<file path="config.mk">
export PLATFORM = sky130hd
export DESIGN_NAME = gwms_ram
export DESIGN_NICKNAME = d
export VERILOG_FILES = /design/src/design/gwms_ram.sv
export SDC_FILE = /design/constraint.sdc
export NUM_CORES = 1
export LEC_CHECK = 0
export BUFFER_PORTS_ARGS = -buffer_cell sky130_fd_sc_hd__clkbuf_2
export CORE_ASPECT_RATIO = 1.4
export CORE_MARGIN = 1.5
export CORE_UTILIZATION = 45
export CTS_CLUSTER_SIZE = 25
export DETAILED_ROUTE_END_ITERATION = 10
export GPL_ROUTABILITY_DRIVEN = 0
export SLEW_MARGIN = 20
export SYNTH_ARGS = -nofsm -noshare
export SYNTH_HDL_FRONTEND = slang
export SYNTH_SLANG_ARGS = --single-unit
</file>
<file path="constraint.sdc">
create_clock -name clk -period 4 [get_ports clk]
set_clock_uncertainty 0.15 [all_clocks]
set_input_delay 0.8 -clock clk [delete_from_list [all_inputs] [get_ports clk]]
set_output_delay 0.8 -clock clk [all_outputs]
set_load 0.05 [all_outputs]
</file>
<file path="src/design/gwms_ram.sv">
`timescale 1ns / 1ps
// generic single-port-write, single-port-read ram with registered read
module gwms_ram #(
	parameter int WIDTH = 8,
	parameter int DEPTH = 64
) (
	input  logic                     clk,
	input  logic                     we,
	input  logic [$clog2(DEPTH)-1:0] waddr,
	input  logic [WIDTH-1:0]         wdata,
	input  logic [$clog2(DEPTH)-1:0] raddr,
	output logic [WIDTH-1:0]         rdata
);
	logic [WIDTH-1:0] mem [DEPTH];
	always_ff @(posedge clk) begin
		if (we) mem[waddr] <= wdata;
		rdata <= mem[raddr];
	end
endmodule

</file>
# ---- Word-level counts from Yosys, hierarchy flattened
# Memory sizes are Yosys's and may differ from the RTL's. A register that Yosys moved wholly into a read port is not among the register bits.
# Index checks and enable logic that the tools add are counted.
dict set report totals {
  mem_count 1
  output_inout_bits 8
  ff_bits 0
  input_bits 22
  ramBits 512
  word_cells 3
}
dict set report classes {
  mux 2
}
# memory depth word_bits read_ports rd_ports_with_merged_regs write_ports line
set mem_list {}
lappend mem_list {mem 64 8 1 1 1 14} ;# logic [WIDTH-1:0] mem [DEPTH];
# operator count
set op_table {}
lappend op_table {{$mux W1} 2}

# ---- Logic depth before layout (Yosys ltp)
# Gate-level depths: netlist of the first run.
dict set report logic_depth {
  ltp_word 2
  ltp_mapped 9
  depth_no_buf 5
}

# ---- Least setup slack after synthesis of the first run
# Ideal clock, no wire load.
dict set report synth_timing {
  path_type {input to register}
  from {input raddr[1]}
  to {register rdata[3], read port of mem}
  slack_ns 1.382
  required_time_ns 3.722
  setup_time_ns 0.128
  stages 7
  path_buffers 3
  arrival_time_ns 2.340
  path_cell_list {buf_4 > buf_2 > buf_2 > mux4_2 > mux4_2 > o21ai_1 > o41ai_1}
}
# item line
set synth_rtl {}
lappend synth_rtl {{from (decl)} 11} ;# input logic [$clog2(DEPTH)-1:0] raddr,
lappend synth_rtl {{to (decl)} 12} ;# output logic [WIDTH-1:0] rdata

==> impl_metrics.tcl, run 1 <==
set metrics [dict create \
    grt_pass1_wl_mm 68.6 \
    ys_seq_elements 520 \
    drtPass1Iterations 5 \
    slowest_stage "mux4_2" \
    area_growth_pct 13.2 \
    layout-drive-gt1-share_pct 28.9 \
    ir_drop_uv 371 \
    clk_pin_slew_worst_paths_ns 0.06 \
    leakage_nw 7.22 \
    critical_path_buf_inv_count 2 \
    yosysTopAreaCellShare_pct 76.2 \
    drt_iter0_drc 1049 \
    max_freq_ghz 0.353 \
    cts.sinks 520 \
    worst_pin_slew_ns 1.15 \
    core_mm2 0.0442 \
    vias 9656 \
    cts_max_level 2 \
    clock_path_buffers 3 \
    end_kind "flip-flop" \
    die-area_mm2 0.0461 \
    fin_total_pwr_mw 11.1 \
    filler_cell_count 3495 \
    finalSetupTns_ns 0 \
    synth_edf_count 512 \
    ctsHoldBuffers 0 \
    setup_viol 0 \
    wl_mm 46.9 \
    postSynth.asyncResetShare_pct 0 \
    io_buffers 29 \
    critPathRequiredTime_ns 4.25 \
    period_share_pct 70.8 \
    yosysUniqueCellTypes 40 \
    worstPathMaxFanout 36 \
    fp.dieW_um 182 \
    rsz0062_at_grt "false" \
    grt_util_all_layers_pct 21.0 \
    syn-num-nets 962 \
    wl_per_cell_um 28.7 \
    timing_worst_setup_path_type "in2reg" \
    maxSlewHeadroom_pct 23.3 \
    final_cell_mix "512 x edfxtp_1, 126 x mux4_2, 83 x nor2_1" \
    status "finished, final reports clean" \
    finalHoldViolCount 0 \
    synth_ff_type "edfxtp_1" \
    synth_top_cell_by_area "edfxtp_1" \
    layout_commonest_cell "edfxtp_1" \
    initial_core_util_pct 45.6 \
    grt_start_max_net_pins 54 \
    crit_path_cell_trace "buf_4, buf_4, mux4_2, mux4_2, o21ai_1, o41ai_1" \
    start_kind "input pin" \
    numCtsBuffers 48 \
    yosysSeqAreaShare_pct 77.0 \
    drcViolationCount 0 \
    drv_cap 0 \
    ant_nets 0 \
    worstPathArrival_ns 3.08 \
    hp-class "in2reg" \
    antenna_found_initial 0 \
    period_needed_ns 2.83 \
    cellPowerDensity_mw_per_mm2 486 \
    via_per_inst 5.90 \
    nNetsFinal 1065 \
    pin_count 30 \
    syn_area_per_cell_um2 21.5 \
    die_y_um 253 \
    syn-cell-area_mm2 0.0202 \
    clock_latency_ns 0.58 \
    root_buffer "clkbuf_16" \
    cts_tree "yes" \
    overflow 0 \
    report.final.slew_viol_count 0 \
    ctsResizeCount 0 \
    postCtsSetupRepairBufs 0 \
    path_delay_family "buffers and inverters" \
    synth_area_leaders "edfxtp_1 76%, mux4_2 14%, nor2_1 1.5%" \
    rows 91 \
    hpwl_mm 30.0 \
    yosys_warnings 0 \
    grt_pass1_vias 10200 \
    diodes 0 \
    syn_inst 940 \
    cp_slowest_stage_delay_ns 0.49 \
]
state kept, by name, summed over array words and instances (netlist names):
register	flops
mem	512
rdata	8
path summary, 6_finish.rpt:
path | depth (start not counted) | endpoint | slack (ns) | startpoint
setup reg to reg | 5 | rdata[4] | 1.76 | mem[29][4]
hold reg to reg | 4 | rdata[1] | 0.72 | mem[34][1]
setup / recovery | 6 | rdata[5] | 1.17 | raddr[1]
hold / removal | 2 | mem[49][7] | 0.55 | waddr[2]
per-layer routing:
metal,vias to the layer above,global-route usage (%),share of wire (%)
met5,-,0,0
met4,0,6.82,2.9
met3,73,3.12,5.2
met2,278,37.1,52
met1,5177,26.8,40
li1,4128,-,-
cell usage after synthesis, drive strengths merged (7+ instances only):
cell type,number
clkbuf,17
buf,34
o22ai,8
mux4,126
nand2b,7
nand2,19
mux2i,23
nor2,83
nand3,13
dfxtp,8
nor3,7
nor2b,14
o221ai,8
edfxtp,512
mux2,13
through the flow:
step	utilization (%)	area, µm²	setup WS, ns	hold WS [ns]	instances
final	51.7	22800	1.17	0.555	1637
after floorplan	-	20200	1.38	0.568	940
after global placement	48.2	21300	0.618	0.669	1551
after global routing	51.7	22800	1.10	0.557	1637
after detailed placement	48.2	21300	0.616	0.680	1551
after CTS	51.7	22800	1.20	0.534	1637
area by class of cell:
cell class                 instances  area [µm²]  share of cell area [%]
clock inverter                    17         148                   0.647
tap                              558         698                    3.06
multi-input combinational        369        4320                    18.9
clock buffer                      69        1360                    5.97
timing repair buffer             104         759                    3.33
sequential                       520       15500                    68.1
report_power, final:
part	internal, mW	switching, mW	leakage (nW)	total, mW
clock	2.50	1.93	0.745	4.43
sequential	6.03	0.0203	4.67	6.05
combinational	0.214	0.388	1.80	0.602
total	8.74	2.34	7.22	11.1
logic make-up (layout without fill, tap and decap cells):
group | after synthesis | after routing | share of synthesized area, %
flops | 520 | 520 | 77.0
mux | 162 | 162 | 15.9
simple gates | 153 | 153 | 3.39
compound gates | 54 | 54 | 2.07
buf+inv | 51 | 190 | 1.57
Note: power is estimated with default switching activity, not from simulation.
==> run 2, diff against run 1 <==
==> constraint.sdc (replaced) <==
create_clock -name clk -period 2.4 [get_ports clk]
set_clock_uncertainty 0.15 [all_clocks]
set_input_delay 0.48 -clock clk [delete_from_list [all_inputs] [get_ports clk]]
set_output_delay 0.48 -clock clk [all_outputs]
set_load 0.05 [all_outputs]
==> impl_metrics.tcl, run 2 (same netlist as run 1, synthesis figures left out) <==
set metrics [dict create \
    vias 9939 \
    period_share_pct 94.8 \
    stdcell_count 1736 \
    grt_pass1_vias 10400 \
    critical_path_buf_inv_count 0 \
    initial_core_util_pct 45.6 \
    path_delay_family "multiplexers" \
    cts_max_level 2 \
    reg_top3 "mem: 512 flops, rdata: 8 flops" \
    drv_cap 0 \
    core_mm2 0.0442 \
    layout-drive-gt1-share_pct 35.2 \
    grt_pass1_wl_mm 67.8 \
    crit_start "mem[21][4]" \
    cellPowerDensity_mw_per_mm2 781 \
    root_buffer "clkbuf_16" \
    start_kind "flip-flop" \
    wl_mm 45.8 \
    wl_per_cell_um 26.4 \
    pin_count 30 \
    r2r_start "mem[21][4]" \
    drcViolationCount 0 \
    crit_path_cell_trace "mux4_2, mux2_2, o221a_2, nor3_1, o32ai_1" \
    filler_cell_count 3452 \
    hpwl_mm 30.3 \
    grt_start_max_net_pins 65 \
    hp-start "raddr[5]" \
    drt_iter0_drc 775 \
    ctsResizeCount 0 \
    leakage_nw 7.73 \
    layout_commonest_cell "edfxtp_1" \
    via_per_inst 5.73 \
    largest_reg_flops 512 \
    maxSlewHeadroom_pct 50.3 \
    dpl.cell_count 1650 \
    overflow 0 \
    cts.sinks 520 \
    drtPass1Iterations 5 \
    period_needed_ns 2.28 \
    die-area_mm2 0.0461 \
    die_y_um 253 \
    report.final.slew_viol_count 0 \
    max_freq_ghz 0.439 \
    final_cell_mix "512 x edfxtp_1, 164 x buf_4, 126 x mux4_2" \
    setup_viol 0 \
    finalHoldViolCount 0 \
    hp-class "in2reg" \
    fin_util_pct 53.5 \
    clk_pin_slew_worst_paths_ns 0.07 \
    end_kind "flip-flop" \
    clock_latency_ns 0.57 \
    rsz0062_at_grt "false" \
    antenna_found_initial 0 \
    rrSetupSlack_ns 0.12 \
    timing_worst_setup_path_type "reg2reg" \
    critPathRequiredTime_ns 2.68 \
    finalSetupTns_ns 0 \
    ir_drop_uv 661 \
    status "finished, final reports clean" \
    postCtsSetupRepairBufs 0 \
    grt_util_all_layers_pct 20.5 \
    clock_path_buffers 3 \
    ctsHoldBuffers 0 \
    io_buffers 29 \
    worstPathArrival_ns 2.55 \
    worstPathMaxFanout 1 \
    detailedPlace.worstSlack_ns -0.378 \
    worst_pin_slew_ns 0.745 \
    ant_nets 0 \
    rows 91 \
    layout_setup_ws_ns 0.124 \
    diodes 0 \
    cts_tree "yes" \
    area_growth_pct 17.3 \
    cp_slowest_stage_delay_ns 0.48 \
    fp.dieW_um 182 \
    largest_register "mem" \
    slowest_stage "mux4_2" \
    nNetsFinal 1163 \
    numCtsBuffers 47 \
]
-- run 2: cell type report --
| class | instances | area, µm² | area share (%) |
|---|---|---|---|
| Sequential cell | 520 | 15500 | 65.7 |
| Multi-Input combinational cell | 369 | 4320 | 18.2 |
| Timing Repair Buffer | 203 | 1620 | 6.83 |
| Clock buffer | 52 | 1190 | 5.05 |
| Tap cell | 558 | 698 | 2.95 |
| Clock inverter | 34 | 290 | 1.23 |
-- run 2: metrics by stage --
step	hold WS (ns)	power, mW	area, µm²
3_3_place_gp	0.670	11.4	22200
3_5_place_dp	0.693	11.4	22200
2_1_floorplan	0.429	10.9	20200
5_1_grt	0.204	19.0	23600
6_report	0.235	18.5	23600
4_1_cts	0.186	18.6	23600
-- run 2: final timing paths --
| path | endpoint | cells past startpoint |
|---|---|---|
| max reg2reg | rdata[4] | 5 |
| max | rdata[4] | 5 |
| min | rdata[4] | 2 |
| min reg2reg | rdata[6] | 3 |
-- run 2: report_power, final --
| part | switching [mW] | internal [mW] |
|---|---|---|
| clock network | 3.22 | 4.04 |
| logic | 0.656 | 0.455 |
| registers | 0.0349 | 10.0 |
-- run 2: layer usage --
layer  up-vias  global-route usage [%]  share of wire (%)
met5         -                       0                  0
met4         0                    7.13                3.0
met1      5258                    25.1                 38
met3        81                    2.45                4.5
li1       4329                       -                  -
met2       271                    37.5                 54
